### src/rtl/pwmd_pkg.sv
// Shared constants, codes and types of the PWM ratio-to-level decoder.
package pwmd_pkg;

    // Default sizing
    localparam int PWMD_CHANNELS   = 4;
    localparam int PWMD_COUNT_BITS = 16;

    // Fixed field widths
    localparam int PWMD_PIN_BITS   = 4;
    localparam int PWMD_OUT_BITS   = 8;
    localparam int PWMD_LIMIT_BITS = 16;
    localparam int PWMD_IDX_BITS   = 8;
    localparam int PWMD_CFG_BITS   = 16;

    // Configuration register indexes
    localparam logic [PWMD_IDX_BITS-1:0] REG_QUAD_MODE     = 8'd0;
    localparam logic [PWMD_IDX_BITS-1:0] REG_INPUT_INVERT  = 8'd1;
    localparam logic [PWMD_IDX_BITS-1:0] REG_OUTPUT_INVERT = 8'd2;
    localparam logic [PWMD_IDX_BITS-1:0] REG_COUNT_LIMIT   = 8'd3;

    localparam logic [PWMD_LIMIT_BITS-1:0] PWMD_LIMIT_RESET = 16'hFFFF;

    // Channel phase codes
    localparam logic [1:0] PH_NONE = 2'd0;
    localparam logic [1:0] PH_HIGH = 2'd1;
    localparam logic [1:0] PH_LOW  = 2'd2;

    // Ratio scale and level thresholds (ratio <= threshold picks the lower level)
    localparam int PWMD_SCALE   = 100;
    localparam int PWMD_QUAD_T1 = 25;
    localparam int PWMD_QUAD_T2 = 50;
    localparam int PWMD_QUAD_T3 = 75;
    localparam int PWMD_TRI_T1  = 33;
    localparam int PWMD_TRI_T2  = 66;

    // Per-channel outcome of one update
    typedef struct packed {
        logic eval;   // low-to-high edge after a low phase: new level
        logic clear;  // count limit reached: channel dropped
    } t_calc_flags;

endpackage

### src/rtl/pwmd_state_mem.sv
// Per-channel state memory: one write port, one read port, registered read.
module pwmd_state_mem
    import pwmd_pkg::*;
#(
    parameter int DEPTH = PWMD_CHANNELS,
    parameter int WIDTH = 2 + 2 * PWMD_COUNT_BITS,
    parameter int AW    = (DEPTH > 1) ? $clog2(DEPTH) : 1
) (
    input  logic             i_clk,
    input  logic             i_rst_n,
    input  logic             i_wr_en,
    input  logic [AW-1:0]    i_wr_addr,
    input  logic [WIDTH-1:0] i_wr_data,
    input  logic             i_rd_en,
    input  logic [AW-1:0]    i_rd_addr,
    output logic [WIDTH-1:0] o_rd_data
);

    logic [WIDTH-1:0] r_mem [DEPTH];
    logic [DEPTH-1:0] r_valid;
    logic [WIDTH-1:0] r_rd_data;
    logic             r_rd_valid;

    // Storage array, no reset
    always_ff @(posedge i_clk) begin
        if (i_wr_en) begin
            r_mem[i_wr_addr] <= i_wr_data;
        end
        if (i_rd_en) begin
            r_rd_data <= r_mem[i_rd_addr];
        end
    end

    // Entry valid bits: an unwritten entry reads as the all-zero reset state
    always_ff @(posedge i_clk) begin
        if (!i_rst_n) begin
            r_valid    <= '0;
            r_rd_valid <= 1'b0;
        end else begin
            if (i_wr_en) begin
                r_valid[i_wr_addr] <= 1'b1;
            end
            if (i_rd_en) begin
                r_rd_valid <= r_valid[i_rd_addr];
            end
        end
    end

    assign o_rd_data = r_rd_valid ? r_rd_data : '0;

endmodule

### src/rtl/pwmd_chan_calc.sv
// Channel update stage: next phase and counts, ratio products, level select.
module pwmd_chan_calc
    import pwmd_pkg::*;
#(
    parameter int COUNT_BITS = PWMD_COUNT_BITS
) (
    input  logic                       i_clk,
    input  logic                       i_en,
    input  logic [2*COUNT_BITS+1:0]    i_rd_data,
    input  logic                       i_sample,
    input  logic                       i_quad,
    input  logic [PWMD_LIMIT_BITS-1:0] i_limit,
    input  logic [1:0]                 i_level_old,
    output logic [2*COUNT_BITS+1:0]    o_wr_data,
    output logic [1:0]                 o_level,
    output t_calc_flags                o_flags
);

    localparam int CB = COUNT_BITS;
    localparam int LW = (CB > PWMD_LIMIT_BITS) ? CB : PWMD_LIMIT_BITS;
    localparam int PW = CB + 7;
    localparam logic [CB-1:0] CNT_MAX = '1;

    function automatic logic [CB-1:0] bump(input logic [CB-1:0] c);
        return (c == CNT_MAX) ? c : c + 1'b1;
    endfunction

    logic [1:0]    ph;
    logic [CB-1:0] hi;
    logic [CB-1:0] lo;
    logic [CB-1:0] lo_eff;
    logic [1:0]    n_ph;
    logic [CB-1:0] n_hi;
    logic [CB-1:0] n_lo;
    logic          n_eval;
    logic          n_clear;
    logic          counted;
    logic [PW-1:0] n_p_hi;
    logic [PW-1:0] n_p1;
    logic [PW-1:0] n_p2;
    logic [PW-1:0] n_p3;

    logic [2*CB+1:0] r_wr_data;
    logic            r_eval;
    logic            r_clear;
    logic [PW-1:0]   r_p_hi;
    logic [PW-1:0]   r_p1;
    logic [PW-1:0]   r_p2;
    logic [PW-1:0]   r_p3;

    logic       lt1;
    logic       lt2;
    logic       lt3;
    logic [1:0] quant;

    assign {ph, hi, lo} = i_rd_data;
    assign lo_eff = (lo == '0) ? CB'(1) : lo;

    // Phase tracking, counting and limit check
    always_comb begin
        n_ph    = ph;
        n_hi    = hi;
        n_lo    = lo;
        n_eval  = 1'b0;
        n_clear = 1'b0;
        counted = 1'b0;
        if (i_sample) begin
            counted = 1'b1;
            n_eval  = (ph == PH_LOW);
            n_ph    = PH_HIGH;
            n_lo    = n_eval ? '0 : lo;
            n_hi    = bump(n_eval ? '0 : hi);
        end else if (ph != PH_NONE) begin
            counted = 1'b1;
            n_ph    = PH_LOW;
            n_lo    = bump(lo);
        end
        if (counted && (LW'(n_hi) >= LW'(i_limit) || LW'(n_lo) >= LW'(i_limit))) begin
            n_clear = 1'b1;
            n_ph    = PH_NONE;
            n_hi    = '0;
            n_lo    = '0;
        end
    end

    // ratio <= T  <=>  hi*100 < (T+1)*lo, so no divider is needed
    assign n_p_hi = PW'(hi) * PW'(PWMD_SCALE);
    assign n_p1   = PW'(lo_eff) * (i_quad ? PW'(PWMD_QUAD_T1 + 1) : PW'(PWMD_TRI_T1 + 1));
    assign n_p2   = PW'(lo_eff) * (i_quad ? PW'(PWMD_QUAD_T2 + 1) : PW'(PWMD_TRI_T2 + 1));
    assign n_p3   = PW'(lo_eff) * PW'(PWMD_QUAD_T3 + 1);

    // Stage register, payload only
    always_ff @(posedge i_clk) begin
        if (i_en) begin
            r_wr_data <= {n_ph, n_hi, n_lo};
            r_eval    <= n_eval;
            r_clear   <= n_clear;
            r_p_hi    <= n_p_hi;
            r_p1      <= n_p1;
            r_p2      <= n_p2;
            r_p3      <= n_p3;
        end
    end

    // Threshold compare and level pick
    assign lt1 = r_p_hi < r_p1;
    assign lt2 = r_p_hi < r_p2;
    assign lt3 = r_p_hi < r_p3;

    always_comb begin
        if (lt1) begin
            quant = 2'd0;
        end else if (lt2) begin
            quant = 2'd1;
        end else if (i_quad && lt3) begin
            quant = 2'd2;
        end else begin
            quant = i_quad ? 2'd3 : 2'd2;
        end
    end

    assign o_wr_data     = r_wr_data;
    assign o_level       = r_clear ? 2'd0 : (r_eval ? quant : i_level_old);
    assign o_flags.eval  = r_eval;
    assign o_flags.clear = r_clear;

endmodule

### src/rtl/pwm_ratio_to_level_decoder.sv
// Top level of the PWM ratio-to-level decoder: sequencer, registers, output stage.
//
// Use: each input beat on (i_in_valid, o_in_ready, i_pin_levels) is one sample
// tick of the input pins. For every tick the block returns exactly one output
// beat on (o_out_valid, i_out_ready, o_out_pins, o_updated): the decoded levels
// of all channels after that tick, and which channels got a new level or dropped.
// Channel state (phase, high and low counts) lives in a one-port-per-direction
// memory; channels are visited one after the other with a read, an update and a
// write-back state each; the result is then loaded into the output register and
// the block returns to idle, where alone it takes a new tick. Level thresholds
// are checked against scaled low counts, so no divider sits in the path.
// The config channel (index, data) is always ready and should only be written
// while no tick is in flight and no result is waiting.
// Reset (synchronous, active low) drops all channels to no signal, level zero,
// and loads register defaults (count limit 65535).
// When the receiver stalls, the finished result stays in the output register;
// one more tick is accepted and processed, then held until the output drains.
module pwm_ratio_to_level_decoder
    import pwmd_pkg::*;
#(
    parameter int CHANNELS   = PWMD_CHANNELS,
    parameter int COUNT_BITS = PWMD_COUNT_BITS
) (
    input  logic                       i_clk,
    input  logic                       i_rst_n,
    input  logic                       i_in_valid,
    output logic                       o_in_ready,
    input  logic [PWMD_PIN_BITS-1:0]   i_pin_levels,
    output logic                       o_out_valid,
    input  logic                       i_out_ready,
    output logic [PWMD_OUT_BITS-1:0]   o_out_pins,
    output logic [PWMD_PIN_BITS-1:0]   o_updated,
    input  logic                       i_cfg_valid,
    output logic                       o_cfg_ready,
    input  logic [PWMD_IDX_BITS-1:0]   i_cfg_index,
    input  logic [PWMD_CFG_BITS-1:0]   i_cfg_data
);

    localparam int AW  = (CHANNELS > 1) ? $clog2(CHANNELS) : 1;
    localparam int SW  = 2 + 2 * COUNT_BITS;
    localparam int VIS = (CHANNELS < PWMD_PIN_BITS) ? CHANNELS : PWMD_PIN_BITS;
    localparam logic [AW-1:0] LAST_CH = AW'(CHANNELS - 1);

    // Sequencer states
    localparam logic [2:0] S_IDLE  = 3'd0;
    localparam logic [2:0] S_READ  = 3'd1;
    localparam logic [2:0] S_CALC  = 3'd2;
    localparam logic [2:0] S_WRITE = 3'd3;
    localparam logic [2:0] S_DONE  = 3'd4;

    logic [2:0]                 r_state;
    logic [AW-1:0]              r_ch;
    logic [CHANNELS-1:0]        r_samples;
    logic [CHANNELS-1:0]        r_upd;
    logic [1:0]                 r_level [CHANNELS];
    logic                       r_quad;
    logic [PWMD_PIN_BITS-1:0]   r_in_inv;
    logic [PWMD_OUT_BITS-1:0]   r_out_inv;
    logic [PWMD_LIMIT_BITS-1:0] r_limit;
    logic                       r_out_valid;
    logic [PWMD_OUT_BITS-1:0]   r_out_pins;
    logic [PWMD_PIN_BITS-1:0]   r_out_upd;

    logic [CHANNELS-1:0]        n_samples;
    logic [PWMD_OUT_BITS-1:0]   n_drive;
    logic [PWMD_PIN_BITS-1:0]   n_upd_vis;
    logic                       in_fire;
    logic                       out_load;
    logic                       mem_rd_en;
    logic                       mem_wr_en;
    logic [SW-1:0]              mem_rd_data;
    logic [SW-1:0]              calc_wr_data;
    logic [1:0]                 calc_level;
    t_calc_flags                calc_flags;

    assign o_in_ready  = (r_state == S_IDLE);
    assign in_fire     = i_in_valid && o_in_ready;
    assign out_load    = (r_state == S_DONE) && (!r_out_valid || i_out_ready);
    assign mem_rd_en   = (r_state == S_READ);
    assign mem_wr_en   = (r_state == S_WRITE);
    assign o_cfg_ready = 1'b1;

    // Sampled pins after inversion; channels past the pin field see low
    always_comb begin
        n_samples = '0;
        for (int k = 0; k < VIS; k++) begin
            n_samples[k] = i_pin_levels[k] ^ r_in_inv[k];
        end
    end

    // Output pins and update bits of the visible channels
    always_comb begin
        n_drive   = '0;
        n_upd_vis = '0;
        for (int k = 0; k < VIS; k++) begin
            n_drive[2*k +: 2] = r_level[k];
            n_upd_vis[k]      = r_upd[k];
        end
    end

    // Configuration registers
    always_ff @(posedge i_clk) begin
        if (!i_rst_n) begin
            r_quad    <= 1'b0;
            r_in_inv  <= '0;
            r_out_inv <= '0;
            r_limit   <= PWMD_LIMIT_RESET;
        end else if (i_cfg_valid) begin
            case (i_cfg_index)
                REG_QUAD_MODE:     r_quad    <= i_cfg_data[0];
                REG_INPUT_INVERT:  r_in_inv  <= i_cfg_data[PWMD_PIN_BITS-1:0];
                REG_OUTPUT_INVERT: r_out_inv <= i_cfg_data[PWMD_OUT_BITS-1:0];
                REG_COUNT_LIMIT:   r_limit   <= i_cfg_data[PWMD_LIMIT_BITS-1:0];
                default: ;
            endcase
        end
    end

    // Channel sequencer: read, update, write back per channel
    always_ff @(posedge i_clk) begin
        if (!i_rst_n) begin
            r_state <= S_IDLE;
            r_ch    <= '0;
            r_upd   <= '0;
            for (int k = 0; k < CHANNELS; k++) begin
                r_level[k] <= 2'd0;
            end
        end else begin
            case (r_state)
                S_IDLE: begin
                    if (in_fire) begin
                        r_samples <= n_samples;
                        r_upd     <= '0;
                        r_ch      <= '0;
                        r_state   <= S_READ;
                    end
                end
                S_READ: begin
                    r_state <= S_CALC;
                end
                S_CALC: begin
                    r_state <= S_WRITE;
                end
                S_WRITE: begin
                    r_level[r_ch] <= calc_level;
                    r_upd[r_ch]   <= calc_flags.eval || calc_flags.clear;
                    if (r_ch == LAST_CH) begin
                        r_state <= S_DONE;
                    end else begin
                        r_ch    <= r_ch + 1'b1;
                        r_state <= S_READ;
                    end
                end
                S_DONE: begin
                    if (out_load) begin
                        r_state <= S_IDLE;
                    end
                end
                default: r_state <= S_IDLE;
            endcase
        end
    end

    // Output register
    always_ff @(posedge i_clk) begin
        if (!i_rst_n) begin
            r_out_valid <= 1'b0;
        end else if (out_load) begin
            r_out_valid <= 1'b1;
        end else if (i_out_ready) begin
            r_out_valid <= 1'b0;
        end
    end

    always_ff @(posedge i_clk) begin
        if (out_load) begin
            r_out_pins <= n_drive ^ r_out_inv;
            r_out_upd  <= n_upd_vis;
        end
    end

    assign o_out_valid = r_out_valid;
    assign o_out_pins  = r_out_pins;
    assign o_updated   = r_out_upd;

    pwmd_state_mem #(
        .DEPTH (CHANNELS),
        .WIDTH (SW),
        .AW    (AW)
    ) u_state_mem (
        .i_clk     (i_clk),
        .i_rst_n   (i_rst_n),
        .i_wr_en   (mem_wr_en),
        .i_wr_addr (r_ch),
        .i_wr_data (calc_wr_data),
        .i_rd_en   (mem_rd_en),
        .i_rd_addr (r_ch),
        .o_rd_data (mem_rd_data)
    );

    pwmd_chan_calc #(
        .COUNT_BITS (COUNT_BITS)
    ) u_chan_calc (
        .i_clk       (i_clk),
        .i_en        (r_state == S_CALC),
        .i_rd_data   (mem_rd_data),
        .i_sample    (r_samples[r_ch]),
        .i_quad      (r_quad),
        .i_limit     (r_limit),
        .i_level_old (r_level[r_ch]),
        .o_wr_data   (calc_wr_data),
        .o_level     (calc_level),
        .o_flags     (calc_flags)
    );

`ifndef SYNTHESIS
    // Channel pointer stays inside the state memory
    a_ch_range: assert property (@(posedge i_clk) disable iff (!i_rst_n)
        r_ch <= LAST_CH)
        else $error("channel pointer out of range");

    // A result is only loaded after the last channel was written back
    a_load_after_last: assert property (@(posedge i_clk) disable iff (!i_rst_n)
        out_load |-> $past(r_state) == S_WRITE && $past(r_ch) == LAST_CH
                     || $past(r_state) == S_DONE)
        else $error("result loaded before all channels were updated");

    // Write-back of a channel follows its read, with the update state between
    a_rmw_order: assert property (@(posedge i_clk) disable iff (!i_rst_n)
        mem_rd_en |=> ##1 mem_wr_en && r_ch == $past(r_ch, 2))
        else $error("state write-back out of order");

    // No new tick while a channel update is under way
    a_no_accept_busy: assert property (@(posedge i_clk) disable iff (!i_rst_n)
        in_fire |=> !o_in_ready)
        else $error("tick accepted while busy");
`endif

endmodule

### config.mk
export PLATFORM = sky130hd
export DESIGN_NAME = pwm_ratio_to_level_decoder
export DESIGN_NICKNAME = d
export VERILOG_FILES = /design/src/rtl/pwmd_pkg.sv /design/src/rtl/pwmd_state_mem.sv /design/src/rtl/pwmd_chan_calc.sv /design/src/rtl/pwm_ratio_to_level_decoder.sv
export SDC_FILE = /design/constraint.sdc
export NUM_CORES = 1
export LEC_CHECK = 0
export ABC_CLOCK_PERIOD_IN_PS = 15600
export BUFFER_PORTS_ARGS = -buffer_cell sky130_fd_sc_hd__buf_2
export CORE_UTILIZATION = 50
export DETAILED_ROUTE_END_ITERATION = 10
export PLACE_DENSITY = 0.66
export SLEW_MARGIN = 25
export SYNTH_ARGS = -nofsm -noshare
export SYNTH_HDL_FRONTEND = slang
export SYNTH_HIERARCHICAL = 1
export SYNTH_SLANG_ARGS = --single-unit
### constraint.sdc
create_clock -name i_clk -period 15.6 [get_ports i_clk]
set_clock_uncertainty 0.05 [all_clocks]
set_input_delay 1.56 -clock i_clk [delete_from_list [all_inputs] [get_ports i_clk]]
set_output_delay 1.56 -clock i_clk [all_outputs]
set_load 0.05 [all_outputs]
==> reports/results.txt <==
The run finished with clean final reports. The number of I/O pins was 48. The number of I/O port buffers works out to 46.

The number of nets handed over by synthesis was 2351. Timing would allow up to 0.1564 GHz. The logs give 1976 for the post-synthesis cell count and 90 for the count of unique library cells instantiated by Yosys.

The fraction of final layout cells with drive strength greater than 1 is 10.23%. The maximum number of pins on one net before global-route repair was 77; the clock latency on the worst-skew pair was 0.56 ns. Counting flops and latches in the post-synthesis netlist gives 357. In the routed layout, each cell is associated on average with a via count of 5.672. Setup repair after global routing left no endpoint under its margin. The most frequent cell on the critical path was sky130_fd_sc_hd__ha_1.

In this run, placement finished with an instance count of 2549. After the flow finishes, the layout carries non-filler instances totaling 2623. The HPWL after detailed placement is 40110 µm.

The count of buffer and inverter cells on the critical path is 3, and the number of global-route vias before repair is 14.89k. For the pin with the worst max-slew slack, the measured transition is 0.8919 ns. Of the synthesized area, sequential elements account for 44.26%. The y dimension of the die is 217.3 µm.

The core outline area is 45580 µm², and the die width is 217.3 µm. The worst setup path is launched from a flip-flop. The global router's overall resource usage is 23.27%, and the post-synthesis area per instance is 11.73 µm². The logs give 357 for the clock sink count and 54140 µm for the total wirelength of the detailed-routed design.

Measured on the finished design, the core utilization comes to 55.28%. The average wire length per cell after detail routing works out to 20.64 µm. The total of hold buffers inserted after clock tree synthesis is 0, and the number of buffers on the longest clock path is 3. The post-route fraction of the period consumed by the critical path works out to 41.00%. The worst setup path is captured at a flip-flop. The growth of design area from synthesis to finish works out to 8.701%. The routability congestion estimate from global placement was 0.9360; the signal arrival time at the worst endpoint was 6.64 ns.

The run gives 15.85 ns as the critical path required time. At the end of the flow, the number of nets in the layout was 2366. Setup violations remaining at the end of the flow were counted as 0. In this run the worst path has a maximum fanout of 18. In the synthesized netlist the dominant register cell turns out to be sky130_fd_sc_hd__edfxtp_1. Die footprint: 47220 µm². The final routed DRC violation total was 0. TritonCTS built the clock tree. The number of post-CTS setup repair buffers was 0; the number of CTS-inserted buffers was 40. The post-synth design cell area was 23180 µm². The family with the most delay on the worst path was adder cells. The signal on the critical path passes through and2_1 > inv_1 > ha_1 > nor4b_1 > nand4_1 > and2_1 > mux2_2 > ha_1 > inv_1 > fa_1 > inv_1 > ha_1 > fa_1 > ha_1 > and3_1 > o2bb2ai_1 > o21a_1 > o31ai_1 > o31ai_1 > a311oi_1 > xnor2_1. The total negative slack was 0 ns. The first detailed-routing pass ran for 5 iterations. Floorplan row count: 78. Across the run, the number of max-cap violations was 0.

The analysis attributes to cell leakage a power of 11.49 nW. IR analysis of the VDD net gives a maximum drop of 0.08874 mV. The run gives 83590 µm as the wire length of the first global-routing pass. The clock edge transition at the registers on the reported setup and hold paths works out to 0.06 ns.

The quantity of gates resized following cts was 0; the relative slew slack was 39.79%. For the CTS H-tree depth, the log shows 2. The final period demand of the worst path works out to 6.396 ns.

In this run the worst hold path is classified as reg2reg. The count of nets left with antenna violations once routing finished came out at 0. The setup path with the least slack is of type reg2reg. During synthesis, Yosys emitted a total of 6 warnings. DRC marker count from the first detailed-route iteration: 1073.

The design draws 0.002305 W. Detailed routing inserted a total of 14.88k vias. Dividing total power by cell area gives a power density of 91.49 nW/µm². Yosys mapped a number of flops with a built-in enable equal to 311. The number of hold violations in the final report is 0, and the fraction of synthesis flops using an asynchronous set or reset pin is 0%. The initial utilization of the core area, before any placement, comes to 50.86%. The initial antenna violation count came out at 2. The clock tree root driver cell is sky130_fd_sc_hd__clkbuf_16. The final antenna diode count is 0, and the delay of the slowest critical-path stage is 0.57 ns. The critical-path cell with the highest stage delay was sky130_fd_sc_hd__o31ai_1. The total overflow left after global routing is 0.

Hold is met by 0.3853 ns. The max-slew violation count is 0.
-- worst reg2reg max path: cells and delay by family (launching register included) --
family | cells | cell delay [ns]
and+or+nand+nor | 5 | 1.38
DFF | 1 | 0.46
xor gates and xnor gates | 1 | 0.10
AOI/OAI and AO/OA | 5 | 1.45
buffers and inverters | 3 | 0.28
muxes | 1 | 0.28
adders and majority gates | 6 | 2.14
-- cell type report --
| class | instances | area (µm²) |
|---|---|---|
| Clock buffer | 48 | 1125 |
| Clock inverter | 26 | 216.5 |
| Fill cell | 3822 | 20380 |
| Inverter | 257 | 964.7 |
| Multi-Input combinational cell | 1276 | 11550 |
| Sequential cell | 357 | 10260 |
| Tap cell | 600 | 750.7 |
| Timing Repair Buffer | 59 | 331.6 |
-- per-stage QoR --
stage	cell area [µm²]	worst slack, ns
6_report	25200	9.204
5_1_grt	25200	8.705
4_1_cts	25180	9.301
3_5_place_dp	23840	9.308
3_3_place_gp	23840	9.338
2_1_floorplan	23180	6.211
-- cell usage after synthesis, drive strengths merged (4+ instances only) --
library cell  instances  share of area [%]
a211oi               41                1.4
o21bai               22               0.71
nand4                22               0.65
mux2i                37                1.6
or3                  11               0.32
and4                 10               0.38
fa                   58                5.0
o22ai                 6               0.16
o21a                 18               0.58
nand2b               20               0.58
nor4                 15               0.56
o211ai                8               0.26
or2                   4               0.12
ha                  284                 15
dfxtp                46                4.0
nand2                98                1.6
nor2b                52                1.4
edfxtp              311                 40
buf                  23               0.91
xor2                 29                1.1
mux4                 37                3.7
o311ai                4               0.15
o21ai                31               0.69
o31ai                 7               0.23
a221oi                6               0.23
clkbuf               63                1.0
nand3                27               0.58
a2111oi               7               0.26
nor2                 50               0.82
nand3b                4               0.13
a31oi                10               0.27
mux2                 15               0.76
a21oi                80                1.7
o2111ai               6               0.23
nor3                 32               0.71
and3                 20               0.54
a21o                 53                1.7
and2                 62                1.7
nor3b                 5               0.16
xnor2                52                2.0
inv                 257                4.2
-- power breakdown --
group | switching [W] | leakage [nW] | internal (W)
logic | 0.000133 | 7.61 | 0.0000759
clock network | 0.000398 | 0.654 | 0.000552
registers | 0.0000346 | 3.22 | 0.00111
-- sequential cells by signal, indices dropped and copies added, names as in the netlist, 2 cells and up, named ones only --
| signal | cells |
|---|---|
| u_chan_calc/r_p_hi | 21 |
| o_updated | 4 |
| u_chan_calc/r_p3 | 17 |
| r_in_inv | 4 |
| r_ch | 2 |
| u_chan_calc/o_wr_data | 34 |
| r_limit | 16 |
| n_upd_vis | 4 |
| u_chan_calc/r_p2 | 23 |
| r_samples | 4 |
| o_out_pins | 8 |
| r_level | 8 |
| u_state_mem/r_valid | 4 |
| u_chan_calc/r_p1 | 20 |
| r_state | 3 |
| r_out_inv | 8 |
| u_state_mem/r_mem | 136 |
| u_state_mem/r_rd_data | 34 |
-- layout by cell type, fill, tap and decap left out, types with 12 or more instances in the layout --
cell                        count
sky130_fd_sc_hd__a211oi_1      37
sky130_fd_sc_hd__a21o_1        53
sky130_fd_sc_hd__a21oi_1       79
sky130_fd_sc_hd__and2_1        62
sky130_fd_sc_hd__and3_1        19
sky130_fd_sc_hd__buf_2         46
sky130_fd_sc_hd__buf_4         12
sky130_fd_sc_hd__clkbuf_16     43
sky130_fd_sc_hd__dfxtp_1       44
sky130_fd_sc_hd__edfxtp_1     311
sky130_fd_sc_hd__fa_1          58
sky130_fd_sc_hd__ha_1         284
sky130_fd_sc_hd__inv_1        257
sky130_fd_sc_hd__mux2i_1       37
sky130_fd_sc_hd__mux4_2        31
sky130_fd_sc_hd__nand2_1       98
sky130_fd_sc_hd__nand2b_1      18
sky130_fd_sc_hd__nand3_1       27
sky130_fd_sc_hd__nand4_1       20
sky130_fd_sc_hd__nor2_1        48
sky130_fd_sc_hd__nor2b_1       52
sky130_fd_sc_hd__nor3_1        29
sky130_fd_sc_hd__nor4_1        12
sky130_fd_sc_hd__o21a_1        18
sky130_fd_sc_hd__o21ai_0       29
sky130_fd_sc_hd__o21bai_1      21
sky130_fd_sc_hd__xnor2_1       52
sky130_fd_sc_hd__xor2_1        29
-- logic make-up (layout without fill, tap and decap cells) --
| logic type | Yosys count | count (layout) | synth area share, % |
|---|---|---|---|
| other | 1 | 1 | 0.01618 |
| buffers and inverters | 343 | 390 | 6.089 |
| adders and majority gates | 342 | 342 | 20.34 |
| AOI/OAI and AO/OA | 318 | 318 | 9.392 |
| muxes | 89 | 89 | 6.051 |
| xor gates and xnor gates | 81 | 81 | 3.061 |
| DFF | 357 | 357 | 44.26 |
| and+or+nand+nor | 445 | 445 | 10.79 |
-- final timing paths --
path                          startpoint  cells past startpoint  slack [ns]              endpoint
setup / recovery  u_state_mem/r_rd_valid                     21        9.20  u_chan_calc/r_p2[22]
hold / removal              n_upd_vis[2]                      0        0.39          o_updated[2]
setup reg to reg  u_state_mem/r_rd_valid                     21        9.20  u_chan_calc/r_p2[22]
hold reg to reg             n_upd_vis[2]                      0        0.39          o_updated[2]
-- layer usage --
metal	part of all wire, %	wire length [µm]	track usage, %	vias up
li1	-	-	-	7156
met1	46	24880	32.27	7272
met2	46	25140	37.73	359
met3	4.5	2428	2.753	91
met4	3.1	1693	8.146	0
met5	0	0	0	-
(Power assumes the default switching activity.)
